## src/p2ad_pkg.sv

```systemverilog
`default_nettype none

package p2ad_pkg;

   localparam int PIXEL_W    = 32;
   localparam int CHAN_W     = 8;
   localparam int SUM_W      = CHAN_W + 1;
   localparam int CFG_DIM_W  = 12;
   localparam int CFG_FMT_W  = 2;
   localparam int CSR_ADDR_W = 4;
   localparam int CSR_DATA_W = 32;
   localparam int REG_IDX_W  = CSR_ADDR_W - 2;

   localparam int MAX_WIDTH_DEFAULT  = 2048;
   localparam int MAX_HEIGHT_DEFAULT = 2048;

   localparam int CH5_MAX  = 31;
   localparam int CH6_MAX  = 63;
   localparam int CH_FULL  = 255;

   typedef logic [CFG_FMT_W-1:0] fmt_type;
   localparam fmt_type FMT_RGB565 = 2'd0;
   localparam fmt_type FMT_BGRX32 = 2'd1;
   localparam fmt_type FMT_RGB24  = 2'd2;

   typedef logic [REG_IDX_W-1:0] reg_index_type;
   localparam reg_index_type REG_FRAME_WIDTH  = 2'd0;
   localparam reg_index_type REG_FRAME_HEIGHT = 2'd1;
   localparam reg_index_type REG_PIXEL_FORMAT = 2'd2;

   localparam logic [CFG_DIM_W-1:0] FRAME_WIDTH_RESET  = 12'd640;
   localparam logic [CFG_DIM_W-1:0] FRAME_HEIGHT_RESET = 12'd480;
   localparam fmt_type              PIXEL_FORMAT_RESET = FMT_RGB24;

   typedef struct packed {
      logic [SUM_W-1:0] red;
      logic [SUM_W-1:0] green;
      logic [SUM_W-1:0] blue;
   } rgb_sum_type;

   typedef struct packed {
      logic                 restart;
      logic [CFG_DIM_W-1:0] frame_width;
      logic [CFG_DIM_W-1:0] frame_height;
      fmt_type              pixel_format;
   } csr_ctrl_type;

   typedef logic [CHAN_W-1:0] exp5_table_type [32];
   typedef logic [CHAN_W-1:0] exp6_table_type [64];

   function automatic exp5_table_type build_exp5();
      exp5_table_type t;
      for (int i = 0; i < 32; i++) begin
         t[i] = CHAN_W'((i * CH_FULL) / CH5_MAX);
      end
      return t;
   endfunction

   function automatic exp6_table_type build_exp6();
      exp6_table_type t;
      for (int i = 0; i < 64; i++) begin
         t[i] = CHAN_W'((i * CH_FULL) / CH6_MAX);
      end
      return t;
   endfunction

   localparam exp5_table_type EXPAND5 = build_exp5();
   localparam exp6_table_type EXPAND6 = build_exp6();

   function automatic rgb_sum_type decode_pixel(input logic [PIXEL_W-1:0] w, input fmt_type fmt);
      rgb_sum_type p;
      case (fmt)
         FMT_RGB565: begin
            p.red   = SUM_W'(EXPAND5[w[15:11]]);
            p.green = SUM_W'(EXPAND6[w[10:5]]);
            p.blue  = SUM_W'(EXPAND5[w[4:0]]);
         end
         FMT_BGRX32: begin
            p.blue  = SUM_W'(w[7:0]);
            p.green = SUM_W'(w[15:8]);
            p.red   = SUM_W'(w[23:16]);
         end
         default: begin
            p.red   = SUM_W'(w[7:0]);
            p.green = SUM_W'(w[15:8]);
            p.blue  = SUM_W'(w[23:16]);
         end
      endcase
      return p;
   endfunction

   function automatic rgb_sum_type rgb_add(input rgb_sum_type a, input rgb_sum_type b);
      rgb_sum_type s;
      s.red   = a.red + b.red;
      s.green = a.green + b.green;
      s.blue  = a.blue + b.blue;
      return s;
   endfunction

endpackage

`default_nettype wire

```

## src/p2ad_csr.sv

```systemverilog
`default_nettype none

module p2ad_csr (
   input  logic                                clock,
   input  logic                                reset,
   input  logic                                psel,
   input  logic                                penable,
   input  logic                                pwrite,
   input  logic [p2ad_pkg::CSR_ADDR_W-1:0]     paddr,
   input  logic [p2ad_pkg::CSR_DATA_W-1:0]     pwdata,
   output logic [p2ad_pkg::CSR_DATA_W-1:0]     prdata,
   output logic                                pready,
   output p2ad_pkg::csr_ctrl_type              ctrl
);

   import p2ad_pkg::*;

   logic [CFG_DIM_W-1:0] frame_width_ff;
   logic [CFG_DIM_W-1:0] frame_height_ff;
   fmt_type              pixel_format_ff;
   logic                 write_beat;
   reg_index_type        reg_index;
   logic                 known_reg;

   assign pready     = 1'b1;
   assign reg_index  = paddr[CSR_ADDR_W-1:2];
   assign write_beat = psel && penable && pwrite && pready;
   assign known_reg  = reg_index inside {REG_FRAME_WIDTH, REG_FRAME_HEIGHT, REG_PIXEL_FORMAT};

   always_ff @(posedge clock) begin
      if (reset) begin
         frame_width_ff  <= FRAME_WIDTH_RESET;
         frame_height_ff <= FRAME_HEIGHT_RESET;
         pixel_format_ff <= PIXEL_FORMAT_RESET;
      end else if (write_beat) begin
         case (reg_index)
            REG_FRAME_WIDTH:  frame_width_ff  <= pwdata[CFG_DIM_W-1:0];
            REG_FRAME_HEIGHT: frame_height_ff <= pwdata[CFG_DIM_W-1:0];
            REG_PIXEL_FORMAT: pixel_format_ff <= pwdata[CFG_FMT_W-1:0];
            default: ;
         endcase
      end
   end

   always_comb begin
      case (reg_index)
         REG_FRAME_WIDTH:  prdata = CSR_DATA_W'(frame_width_ff);
         REG_FRAME_HEIGHT: prdata = CSR_DATA_W'(frame_height_ff);
         REG_PIXEL_FORMAT: prdata = CSR_DATA_W'(pixel_format_ff);
         default:          prdata = '0;
      endcase
   end

   assign ctrl.restart      = write_beat && known_reg;
   assign ctrl.frame_width  = frame_width_ff;
   assign ctrl.frame_height = frame_height_ff;
   assign ctrl.pixel_format = pixel_format_ff;

endmodule

`default_nettype wire

```

## config.mk

```make
export PLATFORM = sky130hd
export DESIGN_NAME = p2ad_csr
export DESIGN_NICKNAME = d
export VERILOG_FILES = /design/src/p2ad_pkg.sv /design/src/p2ad_csr.sv
export SDC_FILE = /design/constraint.sdc
export NUM_CORES = 1
export LEC_CHECK = 0
export BUFFER_PORTS_ARGS = -buffer_cell sky130_fd_sc_hd__buf_2
export CORE_MARGIN = 3
export CORE_UTILIZATION = 37
export CTS_CLUSTER_DIAMETER = 50
export DETAILED_ROUTE_END_ITERATION = 10
export PLACE_DENSITY = 0.73
export SYNTH_ARGS = -nofsm -noshare
export SYNTH_HDL_FRONTEND = slang
export SYNTH_SLANG_ARGS = --single-unit
```

## constraint.sdc

```tcl
create_clock -name clock -period 1.25 [get_ports clock]
set_clock_uncertainty 0.1 [all_clocks]
set_input_delay 0.25 -clock clock [delete_from_list [all_inputs] [get_ports clock]]
set_output_delay 0.25 -clock clock [all_outputs]
set_load 0.1 [all_outputs]
```

==> impl_metrics.csv <==
group,metric,value,unit
worst_setup_path,r2r_start,"frame_height_ff[10]",
synthesis,synth.yosys.warnings,0,
timing,min_period_over_period,1.113,
route,firstDrtPassIters,4,
floorplan,coreArea,3771,µm²
clocking,cts.clk_slew.worst_paths,0.09,ns
synthesis,synth-edff-count,0,
worst_setup_path,timing.reg2reg.setup_slack,0.25,ns
timing,worst_pin_slew,0.5923,ns
clocking,clock_sinks,26,
timing,setup_violations,37,
power_and_ir_drop,leakagePower,1.336,nW
route,num_vias,1422,
timing,fin_hold_ws,0.1410,ns
clocking,ctsRootBufferMaster,"clkbuf_8",
synthesis,async_reset_ff_frac,0,
worst_setup_path,crit_end,"prdata[2]",
timing,timing.fmax,0.7186,GHz
synthesis,synthesis.area,1483,µm²
clocking,number_of_buffers_added_to_fix_hold_violations_after_cts,0,
route,postRouteWirelength,4736,µm
clocking,worstSkewPairLatency,0.27,ns
synthesis,postSynthRegisterBits,26,
floorplan,start_util,0.3932,
clocking,cts-root-to-sink-buffers,2,
global_route,met1_usage,0.2431,
floorplan,die_height,69.30,µm
route,avgViaCountPerCell,4.617,
global_route,grt_antenna_before_repair,0,
global_route,track_usage,0.1941,
finish,syn_to_final_growth,117.6,%
power_and_ir_drop,power_density,680.6,nW/µm²
finish,finalNonFillerCells,308,
global_route,gr-usage-met2,0.3390,
place,io_buffer_count,57,
place,post-dp-hpwl,2809,µm
synthesis,yosys-top-cells-area,"dfxtp_1 (35%), mux2i_1 (26%), nand2b_1 (13%)",
route,detail_route.wl_per_cell,15.38,µm
power_and_ir_drop,ir_drop,0.3807,mV
timing,rsz0062_at_grt,"true",
synthesis,synthMostInstantiatedCell,"mux2i_1",
timing,finalHoldViolations,0,
worst_setup_path,crit_path_max_fanout,2,
finish,antennaDiodeCount,0,
floorplan,dieArea,4802,µm²
synthesis,synth_flop_cell,"dfxtp_1",
global_route,grt_most_used_layer,"met2",
clocking,cts-buffers-inserted,3,
place,placedInstanceArea,2685,µm²
timing,timing.final.crit_period,1.392,ns
finish,layout.filler_cells,166,
synthesis,synth.avg_cell_area,9.209,µm²
timing,maxSlewViolCount,0,
worst_setup_path,worst_setup_sp,"frame_width_ff[2]",
synthesis,synth_top_cell_by_area,"dfxtp_1",
finish,finish.net_count,302,
clocking,ctsHtreeMaxLevel,1,
synthesis,synth.cells.most_frequent,"mux2i_1 (38), nand2b_1 (30), dfxtp_1 (26)",
flow_run,drv_cap,0,
global_route,grt_start_max_net_pins,44,
route,drc_errors,0,
floorplan,boundaryPins,101,
worst_hold_path,worstHoldPathType,"input pin to flip-flop",
worst_setup_path,worst-r2r-cell-count,4,
floorplan,floorplan.rows,22,
synthesis,synth_cell_types,18,
synthesis,synth_sequential_area_ratio,0.3511,
place,placed_cells,267,
finish,final_std_cell_area_no_fill,3227,µm²
worst_setup_path,reg2reg_to,"frame_height_ff[10]",
floorplan,horiz_die_dim,69.30,µm
timing,max-slew-margin-rel,0.6052,
route,antenna_violating_nets_post_route,0,
global_route,global_route.usage.met3,0.05217,
timing,setup_slack,-0.1416,ns
timing,totalNegativeSetupSlack,-1.921,ns
synthesis,post-synth-top-area-fraction,0.3511,
clocking,tritoncts,"built",
synthesis,post_synth_inst_count,161,
worst_setup_path,timing.critical_path.to_type,"primary output",
route,drt_first_iter_violations,36,
global_route,grt_overflow_total,0,
outcome,violations,"setup timing",
worst_setup_path,cp_data_arrival_time,1.04,ns
outcome,run_status,"complete, but fails checks",
global_route,grt_first_pass_wirelength,7569,µm
worst_setup_path,crit_required,0.90,ns
place,place.gp.congestion,0.7615,
worst_setup_path,timing.setup.critical_path_class,"flip-flop to primary output",
finish,drive_gt1_frac,0.6346,
global_route,vias_in_the_first_global_route,1478,
worst_setup_path,timing.critical_path.from_type,"flip-flop",
[flip-flops by register name, summed over array words and instances, names as in the netlist]
name,cells
frame_width_ff,12
pixel_format_ff,2
frame_height_ff,12
[where the power goes]
part | internal (W) | switching, W
Clock | 0.000228 | 0.000262
Combinational | 0.000271 | 0.000628
Sequential | 0.000794 | 0.0000135
Total | 0.00129 | 0.000903
[worst max-delay path, stage by stage (launching register included)]
cell and delay, ns:
dfxtp_4 0.37, mux2i_4 0.19, nor2_4 0.05, buf_12 0.16
[per-layer routing]
layer	routed length, µm	part of all wire	vias up
met5	0	0	-
met4	21	0.0044	0
met3	314	0.066	2
met2	2477	0.52	61
met1	1922	0.41	668
li1	-	-	691
[layout by cell type (no fill, tap or decap), types with 2 or more instances in the layout]
cell type  synthesis  routed
buf_12             0      44
nand2b_1          30      30
mux2i_1           38      26
dfxtp_4            0      24
buf_6              3      24
conb_1             2      21
buf_4             21      21
buf_2              2      17
nor2_1            23      13
mux2i_4            0      12
nor2_4             0      10
clkbuf_8           0       3
nand2_1            2       2
o21ai_4            0       2
dfxtp_2            0       2
[layout make-up]
cell class                 instances  area [µm²]  area share
multi-input combinational        123        1087      0.3370
timing repair buffer             107        1421      0.4405
sequential                        26       613.1      0.1900
clock buffer                       4       45.04     0.01396
tap                               48       60.06     0.01861
[how the worst min path moves through the flow]
| stage | slack (ns) | from | to | cells past startpoint |
|---|---|---|---|---|
| floorplan | 0.29 | pwdata[5] | frame_width_ff[5] | 2 |
| global placement | 0.39 | pixel_format_ff[0] | pixel_format_ff[0] | 2 |
| detailed placement | 0.41 | pixel_format_ff[0] | pixel_format_ff[0] | 2 |
| CTS | 0.14 | pwdata[5] | frame_width_ff[5] | 3 |
| global route | 0.16 | pwdata[6] | frame_width_ff[6] | 3 |
| finish | 0.14 | pwdata[5] | frame_width_ff[5] | 3 |
[what timing repair did]
item / CTS / global route
resized for setup: 39 / 2
setup endpoints to repair: 13 / 36
gates cloned: 1 / 0
pin swaps: 13 / 2
setup buffers: 23 / 13
endpoints found under the hold margin: 0 / 0
[metrics by stage]
stage,util,power (W),setup WS (ns)
floorplan,-,0.001501,-0.3364
global placement,0.7120,0.001637,-0.2122
detailed placement,0.7120,0.001644,-0.2585
CTS,0.8278,0.002184,-0.1429
global route,0.8557,0.002269,-0.1736
finish,0.8557,0.002196,-0.1416
[cell families (layout without fill, tap and decap cells)]
group,count (synthesis),count (layout),synth area share
buffers and inverters,31,111,0.1485
flip-flops,26,26,0.3511
AO/OA/AOI/OAI,3,3,0.01012
AND/OR/NAND/NOR,61,61,0.2287
multiplexers,38,38,0.2565
other,2,21,0.005065
Power figures use the tool's default switching activity.
